[src/ihsp_pkg.sv]
package ihsp_pkg;

	localparam int HEADER_BYTES = 30;
	localparam int COUNT_BITS   = 32;
	localparam int HDR_IDX_W    = $clog2(HEADER_BYTES);

	localparam logic [31:0] SIG_PNG  = 32'h89504E47;
	localparam logic [15:0] SIG_JPEG = 16'hFFD8;
	localparam logic [23:0] SIG_GIF  = 24'h474946;
	localparam logic [31:0] TAG_RIFF = 32'h52494646;
	localparam logic [31:0] TAG_WEBP = 32'h57454250;
	localparam logic [31:0] TAG_VP8  = 32'h56503820;
	localparam logic [31:0] TAG_VP8L = 32'h5650384C;

	localparam logic [7:0] MRK_PREFIX = 8'hFF;
	localparam logic [7:0] MRK_STUFF  = 8'h00;
	localparam logic [3:0] MRK_SOF_HI = 4'hC;
	localparam logic [7:0] MRK_DHT    = 8'hC4;
	localparam logic [7:0] MRK_JPG    = 8'hC8;

	localparam logic [13:0] VP8_DIM_MASK = 14'h3FFF;

	typedef enum logic [2:0] {
		FMT_NONE      = 3'd0,
		FMT_PNG       = 3'd1,
		FMT_JPEG      = 3'd2,
		FMT_GIF       = 3'd3,
		FMT_WEBP_VP8  = 3'd4,
		FMT_WEBP_VP8L = 3'd5
	} fmt_t;

	typedef struct packed {
		logic                  sof_seen;
		logic [COUNT_BITS-1:0] sof_start;
		logic [31:0]           dims;
	} jscan_t;

endpackage

[src/image_header_size_probe.sv]
// Image header size probe: takes an image file one byte per transfer, with
// end_of_file marking the last byte, and after that byte delivers one result
// with the format (PNG, JPEG, GIF, WebP lossy/lossless) and width/height;
// all other bytes give no result and the block then starts a new file.
// One byte is taken every cycle, save while a last byte is held; a byte passes an
// input register and then a result register, so a result is offered once its last
// byte has left the input register.
// A held last byte waits only while the result register is still full.
module image_header_size_probe import ihsp_pkg::*; (
	input  logic        clk,
	input  logic        arst_n,
	input  logic        in_valid,
	output logic        in_ready,
	input  logic [7:0]  data_byte,
	input  logic        end_of_file,
	output logic        out_valid,
	input  logic        out_ready,
	output logic [2:0]  format_kind,
	output logic        size_valid,
	output logic [30:0] image_width,
	output logic [30:0] image_height
);

	logic                  valid_s1;
	logic [7:0]            byte_s1;
	logic                  eof_s1;
	logic                  step;

	logic [7:0]            hdr_q [HEADER_BYTES];
	logic [7:0]            hdr_n [HEADER_BYTES];
	logic [COUNT_BITS-1:0] count_q, count_n;
	logic                  hdr_wr;
	jscan_t                scan;

	logic                  out_valid_q;
	fmt_t                  kind_q, kind_d;
	logic                  ok_q, ok_d;
	logic [30:0]           wd_q, wd_d;
	logic [30:0]           ht_q, ht_d;

	logic [31:0]           png_w, png_h, vp8l_pk;
	logic [15:0]           jpg_w, jpg_h, gif_w, gif_h;
	logic [13:0]           vp8_w, vp8_h;
	logic [COUNT_BITS-1:0] sof_span;

	assign step     = valid_s1 && (!eof_s1 || !out_valid_q || out_ready);
	assign in_ready = !valid_s1 || step;

	always_ff @(posedge clk or negedge arst_n) begin
		if (!arst_n) begin
			valid_s1 <= 1'b0;
		end else if (in_valid && in_ready) begin
			valid_s1 <= 1'b1;
		end else if (step) begin
			valid_s1 <= 1'b0;
		end
	end

	always_ff @(posedge clk) begin
		if (in_valid && in_ready) begin
			byte_s1 <= data_byte;
			eof_s1  <= end_of_file;
		end
	end

	assign hdr_wr  = count_q < COUNT_BITS'(HEADER_BYTES);
	assign count_n = (count_q != '1) ? count_q + 1'b1 : count_q;

	always_comb begin
		for (int k = 0; k < HEADER_BYTES; k++) begin
			hdr_n[k] = (hdr_wr && (count_q[HDR_IDX_W-1:0] == HDR_IDX_W'(k))) ?
				byte_s1 : hdr_q[k];
		end
	end

	always_ff @(posedge clk) begin
		if (step && hdr_wr) begin
			hdr_q[count_q[HDR_IDX_W-1:0]] <= byte_s1;
		end
	end

	always_ff @(posedge clk or negedge arst_n) begin
		if (!arst_n) begin
			count_q <= '0;
		end else if (step) begin
			count_q <= eof_s1 ? '0 : count_n;
		end
	end

	ihsp_jpeg_scan u_scan (
		.clk    (clk),
		.arst_n (arst_n),
		.step   (step),
		.clear  (eof_s1),
		.data   (byte_s1),
		.idx    (count_q),
		.scan_d (scan)
	);

	assign png_w    = {hdr_n[16], hdr_n[17], hdr_n[18], hdr_n[19]};
	assign png_h    = {hdr_n[20], hdr_n[21], hdr_n[22], hdr_n[23]};
	assign jpg_h    = scan.dims[31:16];
	assign jpg_w    = scan.dims[15:0];
	assign gif_w    = {hdr_n[7], hdr_n[6]};
	assign gif_h    = {hdr_n[9], hdr_n[8]};
	assign vp8_w    = {hdr_n[27][5:0], hdr_n[26]} & VP8_DIM_MASK;
	assign vp8_h    = {hdr_n[29][5:0], hdr_n[28]} & VP8_DIM_MASK;
	assign vp8l_pk  = {hdr_n[24], hdr_n[23], hdr_n[22], hdr_n[21]};
	assign sof_span = count_n - scan.sof_start;

	always_comb begin
		kind_d = FMT_NONE;
		ok_d   = 1'b0;
		wd_d   = '0;
		ht_d   = '0;
		if (count_n >= COUNT_BITS'(24)
				&& {hdr_n[0], hdr_n[1], hdr_n[2], hdr_n[3]} == SIG_PNG) begin
			kind_d = FMT_PNG;
			ok_d   = (png_w != '0) && (png_h != '0) && !png_w[31] && !png_h[31];
			wd_d   = png_w[30:0];
			ht_d   = png_h[30:0];
		end else if (count_n >= COUNT_BITS'(4) && {hdr_n[0], hdr_n[1]} == SIG_JPEG) begin
			kind_d = FMT_JPEG;
			ok_d   = scan.sof_seen && (sof_span >= COUNT_BITS'(10))
				&& (jpg_w != '0) && (jpg_h != '0);
			wd_d   = {15'd0, jpg_w};
			ht_d   = {15'd0, jpg_h};
		end else if (count_n >= COUNT_BITS'(10)
				&& {hdr_n[0], hdr_n[1], hdr_n[2]} == SIG_GIF) begin
			kind_d = FMT_GIF;
			ok_d   = (gif_w != '0) && (gif_h != '0);
			wd_d   = {15'd0, gif_w};
			ht_d   = {15'd0, gif_h};
		end else if (count_n >= COUNT_BITS'(HEADER_BYTES)
				&& {hdr_n[0], hdr_n[1], hdr_n[2], hdr_n[3]} == TAG_RIFF
				&& {hdr_n[8], hdr_n[9], hdr_n[10], hdr_n[11]} == TAG_WEBP) begin
			if ({hdr_n[12], hdr_n[13], hdr_n[14], hdr_n[15]} == TAG_VP8) begin
				kind_d = FMT_WEBP_VP8;
				ok_d   = (vp8_w != '0) && (vp8_h != '0);
				wd_d   = {17'd0, vp8_w};
				ht_d   = {17'd0, vp8_h};
			end else if ({hdr_n[12], hdr_n[13], hdr_n[14], hdr_n[15]} == TAG_VP8L) begin
				kind_d = FMT_WEBP_VP8L;
				ok_d   = 1'b1;
				wd_d   = {16'd0, {1'b0, vp8l_pk[13:0]} + 15'd1};
				ht_d   = {16'd0, {1'b0, vp8l_pk[27:14]} + 15'd1};
			end
		end
		if (!ok_d) begin
			wd_d = '0;
			ht_d = '0;
		end
	end

	always_ff @(posedge clk or negedge arst_n) begin
		if (!arst_n) begin
			out_valid_q <= 1'b0;
		end else if (step && eof_s1) begin
			out_valid_q <= 1'b1;
		end else if (out_ready) begin
			out_valid_q <= 1'b0;
		end
	end

	always_ff @(posedge clk) begin
		if (step && eof_s1) begin
			kind_q <= kind_d;
			ok_q   <= ok_d;
			wd_q   <= wd_d;
			ht_q   <= ht_d;
		end
	end

	assign out_valid    = out_valid_q;
	assign format_kind  = kind_q;
	assign size_valid   = ok_q;
	assign image_width  = wd_q;
	assign image_height = ht_q;

endmodule

[src/ihsp_jpeg_scan.sv]
module ihsp_jpeg_scan import ihsp_pkg::*; (
	input  logic                  clk,
	input  logic                  arst_n,
	input  logic                  step,
	input  logic                  clear,
	input  logic [7:0]            data,
	input  logic [COUNT_BITS-1:0] idx,
	output jscan_t                scan_d
);

	typedef enum logic [2:0] {
		PH_PREFIX = 3'd0,
		PH_CODE   = 3'd1,
		PH_LEN_HI = 3'd2,
		PH_LEN_LO = 3'd3,
		PH_SKIP   = 3'd4,
		PH_SOF    = 3'd5,
		PH_DONE   = 3'd6
	} phase_t;

	phase_t                phase_q, phase_d;
	logic [15:0]           skip_q, skip_d;
	logic [7:0]            seg_hi_q, seg_hi_d;
	logic                  sof_seen_q, sof_seen_d;
	logic [COUNT_BITS-1:0] sof_start_q, sof_start_d;
	logic [31:0]           dims_q, dims_d;
	logic [15:0]           seg_len;
	logic [15:0]           sof_pos;
	logic                  is_sof;
	logic                  active;

	assign active  = step && (idx[COUNT_BITS-1:1] != '0);
	assign seg_len = {seg_hi_q, data};
	assign sof_pos = skip_q + 16'd1;
	assign is_sof  = (data[7:4] == MRK_SOF_HI) && (data != MRK_DHT) && (data != MRK_JPG);

	always_comb begin
		phase_d     = phase_q;
		skip_d      = skip_q;
		seg_hi_d    = seg_hi_q;
		sof_seen_d  = sof_seen_q;
		sof_start_d = sof_start_q;
		dims_d      = dims_q;
		if (active) begin
			unique case (phase_q)
				PH_PREFIX: begin
					if (data == MRK_PREFIX) begin
						phase_d     = PH_CODE;
						sof_start_d = idx;
					end
				end
				PH_CODE: begin
					if (data == MRK_PREFIX) begin
						sof_start_d = idx;
					end else if (data == MRK_STUFF) begin
						phase_d = PH_PREFIX;
					end else if (is_sof) begin
						sof_seen_d = 1'b1;
						skip_d     = 16'd1;
						phase_d    = PH_SOF;
					end else begin
						phase_d = PH_LEN_HI;
					end
				end
				PH_LEN_HI: begin
					seg_hi_d = data;
					phase_d  = PH_LEN_LO;
				end
				PH_LEN_LO: begin
					if (seg_len <= 16'd2) begin
						phase_d = PH_PREFIX;
					end else begin
						skip_d  = seg_len - 16'd2;
						phase_d = PH_SKIP;
					end
				end
				PH_SKIP: begin
					if (skip_q <= 16'd1) begin
						skip_d  = '0;
						phase_d = PH_PREFIX;
					end else begin
						skip_d = skip_q - 16'd1;
					end
				end
				PH_SOF: begin
					skip_d = sof_pos;
					if (sof_pos >= 16'd5) begin
						dims_d = {dims_q[23:0], data};
					end
					if (sof_pos >= 16'd8) begin
						phase_d = PH_DONE;
					end
				end
				PH_DONE: begin
				end
				default: begin
					phase_d = phase_q;
				end
			endcase
		end
	end

	assign scan_d = '{sof_seen: sof_seen_d, sof_start: sof_start_d, dims: dims_d};

	always_ff @(posedge clk or negedge arst_n) begin
		if (!arst_n) begin
			phase_q     <= PH_PREFIX;
			skip_q      <= '0;
			seg_hi_q    <= '0;
			sof_seen_q  <= 1'b0;
			sof_start_q <= '0;
			dims_q      <= '0;
		end else if (step) begin
			if (clear) begin
				phase_q     <= PH_PREFIX;
				skip_q      <= '0;
				seg_hi_q    <= '0;
				sof_seen_q  <= 1'b0;
				sof_start_q <= '0;
				dims_q      <= '0;
			end else begin
				phase_q     <= phase_d;
				skip_q      <= skip_d;
				seg_hi_q    <= seg_hi_d;
				sof_seen_q  <= sof_seen_d;
				sof_start_q <= sof_start_d;
				dims_q      <= dims_d;
			end
		end
	end

endmodule

[config.mk]
export PLATFORM = sky130hd
export DESIGN_NAME = image_header_size_probe
export DESIGN_NICKNAME = d
export VERILOG_FILES = /design/src/ihsp_pkg.sv /design/src/image_header_size_probe.sv /design/src/ihsp_jpeg_scan.sv
export SDC_FILE = /design/constraint.sdc
export NUM_CORES = 1
export LEC_CHECK = 0
export BUFFER_PORTS_ARGS = -buffer_cell sky130_fd_sc_hd__buf_4
export CAP_MARGIN = 0
export CORE_UTILIZATION = 35
export CTS_CLUSTER_SIZE = 30
export DETAILED_ROUTE_END_ITERATION = 7
export SYNTH_ARGS = -nofsm -noshare
export SYNTH_HDL_FRONTEND = slang
export SYNTH_SLANG_ARGS = --single-unit
export TNS_END_PERCENT = 30
[constraint.sdc]
create_clock -name clk -period 12.1 [get_ports clk]
set_input_delay 1.21 -clock clk [delete_from_list [all_inputs] [get_ports clk]]
set_output_delay 1.21 -clock clk [all_outputs]
set_load 0.01 [all_outputs]
==> Yosys cells after proc, flatten, opt, wreduce, memory -nomap -nowiden <==
Memory sizes are Yosys's and may differ from the RTL's.
Index checks and enable logic that the tools add are counted.
{ "op_classes": {"reduce_logical": 78, "mux": 93, "eq_ne": 50, "bitwise_logic": 1, "n_addsub": 7, "n_lt_le_gt_ge": 10} }
{ "ops": {"columns": ["cell", "count"], "rows": [
  ["$mux 32", 10],
  ["$mux 8", 27],
  ["$mux 16", 11],
  ["$eq 32x31->1 const B", 4],
  ["$mux 15", 6],
  ["$eq 5x5->1 const B", 13],
  ["$ge 32x4->1 const B", 2],
  ["$ge 32x5->1 const B", 2],
  ["$pmux 16 s4", 1],
  ["$reduce_bool 16->1", 4],
  ["$reduce_bool 32->1", 2],
  ["$mux 31", 2],
  ["$logic_and 1x1->1", 47],
  ["$eq 5x4->1 const B", 8],
  ["$mux 3", 11],
  ["$add 32x1->32 const B", 1],
  ["$eq 32x32->1 const B", 1],
  ["$ge 32x3->1 const B", 1],
  ["$lt 32x5->1 const B", 1],
  ["$ne 32x32->1 const B", 1],
  ["$sub 32x32->32", 1],
  ["$reduce_bool 31->1", 1],
  ["$add 14x1->15 const B", 2],
  ["$reduce_bool 14->1", 2],
  ["38 further kinds", 78]
]} }
{ "totals": {"n_memories": 1, "inputBits": 13, "ramBits": 240, "reg_bits": 201} }
{ "mem_list": {"columns": ["memory", "words", "width", "read_ports", "rd_ports_with_merged_regs", "write_ports", "line_no", "source"], "rows": [
  ["hdr_q", 30, 8, 27, 0, 1, "image_header_size_probe.sv:29", "logic [7:0] hdr_q [HEADER_BYTES];"]
]} }

==> Depth between registers and ports, before layout <==
Gate-level depths: netlist (run 1).
{ "depth": {"depth_word": 13, "ltp_mapped": 22} }

==> Hierarchy <==
Synthesis (run 1) repeated with hierarchy kept, for this count alone.
{ "hier_totals": {"cells_unflattened": 2469, "hier_area_um2": 25233.0} }
{ "modules_own_cells": {"columns": ["mod", "cells_per_inst", "area_each_um2", "instances"], "rows": [
  ["image_header_size_probe", 1868, 19169.6, 1],
  ["ihsp_jpeg_scan", 601, 6063.3, 1]
]} }

==> Worst setup path before layout (run 1) <==
Ideal clock, no wire load.
{ "synth_path": {"path_type": "input to register", "from": "in out_ready", "to": "reg ht_q[4], in the netlist image_height[4], data pin", "slack_ps": 5825, "cell_stages": 20, "required_time_ps": 11830, "arrival_ps": 6005, "setup_time_ps": 270, "cell_sequence": "nand3b_1 and2_1 clkbuf_1 o21ai_1 nor4_1 clkbuf_1 mux2i_1 ha_1 clkbuf_1 a211o_1 nand2b_1 or3_1 a31oi_1 a2111oi_0 nor3_1 xor2_1 nand4b_1 o41ai_2 buf_2 a22oi_1"} }
{ "synth_between": {"elab_chain_len": 11, "elab_cells_between_ends": 17} }
{ "synth_lines": {"columns": ["element", "line_no", "source"], "rows": [
  ["start: declaration", "image_header_size_probe.sv:17", "input logic out_ready,"],
  ["$logic_or 1x1->1 (*)", "image_header_size_probe.sv:46", "assign step = valid_s1 && (!eof_s1 || !out_valid_q || out_ready);"],
  ["$logic_and 1x1->1 (*)", "image_header_size_probe.sv:46", null],
  ["$logic_and 1x1->1 (*)", "ihsp_jpeg_scan.sv:32", "assign active = step && (idx[COUNT_BITS-1:1] != '0);"],
  ["$mux 32", "ihsp_jpeg_scan.sv:44", "if (active) begin"],
  ["$sub 32x32->32", "image_header_size_probe.sv:109", "assign sof_span = count_n - scan.sof_start;"],
  ["$ge 32x4->1", "image_header_size_probe.sv:124", "ok_d = scan.sof_seen && (sof_span >= COUNT_BITS'(10))"],
  ["$logic_and 1x1->1", "image_header_size_probe.sv:124", null],
  ["$logic_and 1x1->1 (2 in series)", "image_header_size_probe.sv:125", "&& (jpg_w != '0) && (jpg_h != '0);"],
  ["$mux 1", "image_header_size_probe.sv:122", "end else if (count_n >= COUNT_BITS'(4) && {hdr_n[0], hdr_n[1]} == SIG_JPEG) begin"],
  ["$mux 1", "image_header_size_probe.sv:116", "if (count_n >= COUNT_BITS'(24)"],
  ["end signal: assignment", "image_header_size_probe.sv:170", "ht_q <= ht_d;"],
  ["end: declaration", "image_header_size_probe.sv:39", "logic [30:0] ht_q, ht_d;"]
]} }
Every way passes the cells marked *; elsewhere a longest branch is shown, timed or not.
A chain may end at the register's enable or synchronous reset.

==> Worst setup path after layout (run 1) <==
{ "layout_path": {"from": "reg byte_s1[3]", "to": "reg ht_q[12], in the netlist image_height[12], data pin"} }
{ "layout_between": {"elab_chain_len": 13, "elab_cells_between_ends": 85} }
{ "layout_lines": {"columns": ["element", "line_no", "source"], "rows": [
  ["start: declaration", "image_header_size_probe.sv:25", "logic [7:0] byte_s1;"],
  ["start signal: assignment", "image_header_size_probe.sv:61", "byte_s1 <= data_byte;"],
  ["parallel branches: the longest is 13 deep, another holds $sub 32x32->32", null, null]
]} }
Parallel ways; which one is timed is not known.

==> run_results.csv, run 1 <==
group,metric,value,unit
critical_path,startpoint_type,"register",
clocking,clockBufferDepth,3,
critical_path,r2r_start,"byte_s1[3]$_DFFE_PP_",
die,die-width,268,um
final_layout,fin_area,27700,um^2
critical_path,cp.arrival,7.25,ns
place,port_buffers,80,
global_route,grtUsageTotal,0.228,
detailed_routing,vias,21267,
critical_path,startpoint,"byte_s1[3]$_DFFE_PP_",
hold_path,hp-class,"register to register",
detailed_routing,wl_per_cell,23.7,um
sta,setup_tns,0,ns
critical_path,endpoint_kind,"register",
final_layout,layout.nets,2597,
job,cap_violations,0,
critical_path,r2r-end,"image_height[12]$_SDFFCE_PN0P_",
power_and_ir_drop,leakage,0.0103,uW
critical_path,rr_worst_depth,19,
clocking,cts_hold_buf,0,
final_layout,areaGrowthSynthToFinish,12.1,%
clocking,post-cts-setup-buffer-count,0,
detailed_routing,ant_nets,0,
logic_synthesis,syn-num-nets,2611,
logic_synthesis,synth_area_leaders,"edfxtp_1, dfrtp_1, mux2i_1",
detailed_routing,via_per_inst,6.05,
logic_synthesis,synth_edf_count,283,
logic_synthesis,yosysTopAreaCell,"edfxtp_1",
logic_synthesis,seq_area_frac_synth,0.472,
sta,fmax,0.144,GHz
logic_synthesis,synth_seq_cells,409,
clocking,cts_htree_levels,2,
logic_synthesis,synthFlopType,"edfxtp_1",
run_status,status,"complete, no violations",
die,io_pins,81,
logic_synthesis,avgSynthCellArea,9.67,um^2
clocking,worstSkewPairLatency,0.61,ns
final_layout,fin_cells,3517,
sta,holdWs,0.484,ns
place,hpwlAfterDp,58300,um
sta,worstMarginPinSlew,1.24,ns
sta,setup_ws,5.16,ns
sta,rsz0062_at_grt,"no",
global_route,grt_pass1_vias,20120,
detailed_routing,top_layer,"met5",
clocking,clockRootBuffer,"clkbuf_16",
clocking,numCtsBuffers,46,
die,die-area,71600,um^2
detailed_routing,wl_met2,37600,um
clocking,cts.sinks,409,
die,core,69900,um^2
sta,drv_slew,0,
detailed_routing,drc,0,
clocking,clkTransAtPathRegs,0.06,ns
place,dp_cells,3431,
global_route,grt-ovfl-total,0,
sta,period_minus_slack,6.94,ns
logic_synthesis,postSynth.asyncResetShare,0.308,
die,rows,97,
logic_synthesis,yosys_warnings,0,
die,fp.dieH,268,um
critical_path,required,12.41,ns
final_layout,nFillCells,6907,
power_and_ir_drop,peakVddDrop,106,uV
detailed_routing,firstDrtPassIters,5,
place,gp_congestion,0.943,
sta,finalCritPeriodShare,0.573,
sta,finalHoldViolations,0,
power_and_ir_drop,power_density,137,nW/um^2
global_route,antenna_found_initial,3,
global_route,grt_pass1_wl,126000,um
critical_path,path_max_fanout,35,
final_layout,antennaDiodeCount,0,
sta,slew_headroom,0.164,
final_layout,drive_gt1_frac,0.110,
logic_synthesis,syn_inst,2553,
clocking,cts_tree,"done",
detailed_routing,routed_wl,83500,um
logic_synthesis,synth_cell_types,96,
global_route,grt_max_degree,71,
detailed_routing,drt-met1-wl,36000,um
sta,finalSetupViolCount,0,
sta,fin_skew,0.0272,ns
critical_path,crit_type,"register to register",
logic_synthesis,yosysTopAreaCellShare,0.344,
place,post-place-ws,5.14,ns
critical_path,cp-endpoint,"image_height[12]$_SDFFCE_PN0P_",
place,placed_area,26100,um^2
die,start_util,0.353,
critical_path,r2r_slack,5.16,ns
detailed_routing,dr_wl_met3,7500,um
logic_synthesis,synth_area,24700,um^2
clocking,cts_resized,0,
detailed_routing,drtIter0Drc,2390,
## state kept, by name (all words and copies together) (netlist names), 3 cells and up
register            flops
byte_s1                 8
count_q                32
format_kind             3
hdr_q                 208
image_height           31
image_width            31
u_scan.dims_q          32
u_scan.phase_q          3
u_scan.seg_hi_q         8
u_scan.skip_q          16
u_scan.sof_start_q     32
## metal layers
| metal | track usage | up-vias |
|---|---|---|
| met5 | 0 | - |
| met4 | 0.0707 | 4 |
| met3 | 0.0396 | 153 |
| met2 | 0.355 | 1041 |
| met1 | 0.321 | 10479 |
| li1 | - | 9590 |
## synth_stat cells, drive strengths merged (53+ instances only)
cell type and count:
a21oi 165, clkbuf 134, dfrtp 126, edfxtp 283, mux2i 134, nand2 315
nand3 75, nand4 53, nor2 210, nor3 85, nor4 75, o21ai 176
xnor2 53
## critical path, cell delays in order (launching register included)
cell and delay (ns):
edfxtp_1 0.32, buf_4 0.40, inv_1 0.50, or4_1 0.74, nor4_2 0.17, buf_4 0.53, mux2_2 0.42, ha_1 0.23
fa_1 0.40, nor2b_1 0.20, o2111a_1 0.29, or3_1 0.18, a31oi_1 0.17, a2111oi_0 0.57, nor3_1 0.15, o21ai_0 0.18
nand4b_1 0.16, o41ai_4 0.30, buf_4 0.47, a221oi_1 0.19
## cells by family after synthesis
family,share of synthesized area
and+or+nand+nor,0.206
adders and majority gates,0.0231
buffers and inverters,0.0382
AOI/OAI and AO/OA,0.170
muxes,0.0602
xor gates and xnor gates,0.0316
DFF,0.472
## worst min path at each step
stage,startpoint,to,cells after the start
floorplan,u_scan.sof_start_q[10]$_DFFE_PN0N_,u_scan.sof_start_q[10]$_DFFE_PN0N_,2
global placement,u_scan.sof_start_q[14]$_DFFE_PN0N_,u_scan.sof_start_q[14]$_DFFE_PN0N_,2
detailed placement,u_scan.sof_start_q[6]$_DFFE_PN0N_,u_scan.sof_start_q[6]$_DFFE_PN0N_,2
CTS,u_scan.sof_start_q[6]$_DFFE_PN0N_,u_scan.sof_start_q[6]$_DFFE_PN0N_,2
global route,u_scan.sof_start_q[20]$_DFFE_PN0N_,u_scan.sof_start_q[20]$_DFFE_PN0N_,2
finish,u_scan.sof_start_q[5]$_DFFE_PN0N_,u_scan.sof_start_q[5]$_DFFE_PN0N_,2
## report_power, final
| group | switching (uW) | internal [uW] | total (uW) | leakage (uW) |
|---|---|---|---|---|
| Sequential | 52.3 | 1540 | 1590 | 0.00434 |
| Clock | 599 | 863 | 1460 | 0.000779 |
| Combinational | 499 | 237 | 735 | 0.00515 |
| Total | 1150 | 2640 | 3790 | 0.0103 |
## area by class of cell
class                           instances  area (um^2)  share of cell area
Clock inverter                         23          255             0.00922
Inverter                               47          176             0.00637
Tap cell                              940         1180              0.0425
Clock buffer                           63         1340              0.0483
Multi-Input combinational cell       1913        12200               0.440
Sequential cell                       409        11700               0.421
Timing Repair Buffer                  122          920              0.0332
## metrics by stage
stage	total power, uW	utilization
after global placement	2330	0.373
final	3790	0.396
after CTS	3790	0.396
after floorplan	2100	-
after detailed placement	2330	0.373
after global routing	3920	0.396
## placed cells by master (no fill, tap or decap), types with 36 or more instances in the layout
cell / n
edfxtp_1: 283
nor2_1: 209
dfrtp_1: 126
xor2_1: 36
nand2_1: 313
o22ai_1: 43
xnor2_1: 53
inv_1: 44
nand4_1: 49
nand3_1: 73
buf_4: 121
clkbuf_16: 48
nor3_1: 79
o21ai_0: 174
a21oi_1: 165
ha_1: 44
mux2i_1: 134
nor4_1: 57
(Power assumes the default switching activity.)
==> run 2, diff against run 1 <==
--- a/config.mk
+++ b/config.mk
@@ -5,6 +5,7 @@
 export SDC_FILE = /design/constraint.sdc
 export NUM_CORES = 1
 export LEC_CHECK = 0
+export ABC_AREA = 1
 export BUFFER_PORTS_ARGS = -buffer_cell sky130_fd_sc_hd__buf_4
 export CAP_MARGIN = 0
 export CORE_UTILIZATION = 35
==> constraint.sdc (replaced) <==
create_clock -name clk -period 6.7 [get_ports clk]
set_input_delay 0.67 -clock clk [delete_from_list [all_inputs] [get_ports clk]]
set_output_delay 0.67 -clock clk [all_outputs]
set_load 0.01 [all_outputs]
==> run_results.csv, run 2 <==
group,metric,value,unit
sta,setup_tns,0,ns
sta,worstMarginPinSlew,1.23,ns
detailed_routing,ant_nets,0,
critical_path,cp-endpoint,"image_height[8]$_SDFFCE_PN0P_",
clocking,post-cts-setup-buffer-count,0,
critical_path,path_max_fanout,30,
logic_synthesis,yosysTopAreaCellShare,0.335,
detailed_routing,vias,22672,
final_layout,layout.nets,3440,
place,port_buffers,80,
detailed_routing,drtIter0Drc,2416,
critical_path,rr_worst_depth,25,
clocking,cts_hold_buf,0,
global_route,antenna_found_initial,0,
logic_synthesis,synthFlopType,"edfxtp_1",
sta,finalHoldViolations,0,
clocking,clkTransAtPathRegs,0.06,ns
global_route,grt-ovfl-total,0,
power_and_ir_drop,peakVddDrop,163,uV
logic_synthesis,yosys_warnings,0,
detailed_routing,firstDrtPassIters,5,
logic_synthesis,synth_edf_count,283,
final_layout,antennaDiodeCount,0,
logic_synthesis,synth-simple-area-share,0.310,
sta,setup_ws,0.653,ns
clocking,cts_resized,0,
place,post-place-ws,0.694,ns
logic_synthesis,seq_area_frac_synth,0.460,
critical_path,r2r_slack,0.65,ns
sta,drv_slew,0,
clocking,cts_tree,"done",
die,fp.dieH,271,um
sta,slew_headroom,0.176,
run_status,status,"complete, no violations",
detailed_routing,wl_per_cell,18.2,um
global_route,grtUsageTotal,0.212,
job,cap_violations,0,
global_route,grt_pass1_wl,123000,um
logic_synthesis,synth_fa_ha_area_frac,0.0225,
logic_synthesis,synth-compound-area-share,0.106,
logic_synthesis,synth.most_common_cell,"nand2_1",
logic_synthesis,synth_area_leaders,"edfxtp_1, nand2_1, dfrtp_1",
sta,holdWs,0.0380,ns
sta,fmax,0.165,GHz
final_layout,final_util,0.399,
critical_path,startpoint_type,"register",
clocking,clockRootBuffer,"clkbuf_16",
sta,fin_skew,0.0600,ns
global_route,grt_max_degree,70,
logic_synthesis,synth_area,25400,um^2
sta,period_minus_slack,6.05,ns
power_and_ir_drop,leakage,0.0130,uW
logic_synthesis,synth_cell_types,60,
clocking,cts.sinks,409,
logic_synthesis,synth_top_family_by_area,"simple AND/OR/NAND/NOR gates",
global_route,grt_pass1_vias,20803,
logic_synthesis,yosys-top-cells-count,"nand2_1, nor2_1, inv_1, edfxtp_1, o21ai_0",
logic_synthesis,synthXorXnorAreaFrac,0.0173,
die,die-area,73500,um^2
logic_synthesis,synthMuxAreaShare,0,
clocking,worstSkewPairLatency,0.62,ns
critical_path,startpoint,"count_q[1]$_DFFE_PN0N_",
logic_synthesis,yosysTopAreaCell,"edfxtp_1",
clocking,clockBufferDepth,3,
critical_path,required,7.06,ns
die,rows,98,
critical_path,r2r-end,"image_height[8]$_SDFFCE_PN0P_",
critical_path,r2r_start,"count_q[1]$_DFFE_PN0N_",
logic_synthesis,avgSynthCellArea,7.61,um^2
die,core,71600,um^2
hold_path,hp-class,"input pin to async pin",
critical_path,crit_type,"register to register",
sta,finalSetupViolCount,0,
final_layout,final_common_cell,"nand2_1",
critical_path,endpoint_kind,"register",
logic_synthesis,postSynth.asyncResetShare,0.308,
final_layout,areaGrowthSynthToFinish,12.7,%
place,hpwlAfterDp,55900,um
die,io_pins,81,
die,die-width,271,um
die,start_util,0.354,
final_layout,final_cell_mix,"nand2_1, nor2_1, inv_1",
power_and_ir_drop,power_density,231,nW/um^2
place,placed_area,26800,um^2
logic_synthesis,syn_inst,3332,
sta,finalCritPeriodShare,0.903,
clocking,numCtsBuffers,49,
place,gp_congestion,0.943,
final_layout,largest_reg_flops,208,
logic_synthesis,synth_seq_cells,409,
clocking,cts_htree_levels,2,
sta,rsz0062_at_grt,"no",
logic_synthesis,syn-num-nets,3390,
final_layout,drive_gt1_frac,0.103,
detailed_routing,via_per_inst,5.19,
detailed_routing,drc,0,
final_layout,fin_area,28600,um^2
detailed_routing,routed_wl,79700,um
critical_path,cp.arrival,6.41,ns
-- run 2: worst min path at each step --
stage                                             from                                 end  slack (ns)  depth (start not counted)
floorplan                                       arst_n              count_q[0]$_DFFE_PN0N_        0.37                          0
global placement    u_scan.sof_start_q[16]$_DFFE_PN0N_  u_scan.sof_start_q[16]$_DFFE_PN0N_        0.46                          2
detailed placement       u_scan.dims_q[25]$_DFFE_PN0N_       u_scan.dims_q[25]$_DFFE_PN0N_        0.47                          2
CTS                                             arst_n             count_q[14]$_DFFE_PN0N_        0.03                          1
global route                                    arst_n                valid_s1$_DFFE_PN0P_        0.08                          1
finish                                          arst_n                valid_s1$_DFFE_PN0P_        0.04                          1
-- run 2: cell families (layout without fill, tap and decap cells) --
group | count (synthesis) | after routing
buffers and inverters | 522 | 611
and+or+nand+nor | 1818 | 1818
AOI/OAI and AO/OA | 488 | 488
xor gates and xnor gates | 50 | 50
DFF | 409 | 409
adders and majority gates | 45 | 45
-- run 2: routing by layer --
layer | share of wire | up-vias | track usage
li1 | - | 11111 | -
met1 | 0.46 | 10596 | 0.308
met2 | 0.45 | 855 | 0.333
met3 | 0.071 | 110 | 0.0271
met4 | 0.022 | 0 | 0.0553
met5 | 0 | - | 0
-- run 2: through the flow --
step | cells | total power, uW
finish | 4371 | 6610
global route | 4371 | 6860
CTS | 4371 | 6650
global placement | 4281 | 3760
detailed placement | 4281 | 3760
floorplan | 3332 | 3470
-- run 2: final cells by class --
type | instances | area [um^2]
tap | 950 | 1190
inverter | 400 | 1510
clock buffer | 53 | 1250
clock inverter | 37 | 493
multi-input combinational | 2401 | 11600
fill | 7364 | 43000
timing repair buffer | 121 | 912
sequential | 409 | 11700
-- run 2: report_power, final --
part / total, uW / internal (uW) / switching [uW]
Sequential: 2820 / 2770 / 48.4
Combinational: 908 / 262 / 646
Clock: 2880 / 1720 / 1170
Total: 6610 / 4750 / 1860
-- run 2: critical path, stage by stage (launching register included) --
cell     delay (ns)
dfrtp_1        0.60
ha_1           0.57
inv_2          0.21
nor2_2         0.27
nand2_1        0.17
nor2_2         0.19
nand2_2        0.30
xor2_1         0.28
ha_1           0.26
fa_1           0.43
inv_1          0.11
nand3_1        0.07
nand2_1        0.16
nand2_1        0.07
nand2_1        0.15
nor2_1         0.06
nor2_1         0.14
nand3_1        0.11
nor2_1         0.11
nand4_1        0.11
nor3_1         0.27
nand4_1        0.28
nand3_2        0.27
nand3_4        0.35
nand2_1        0.23
inv_2          0.03
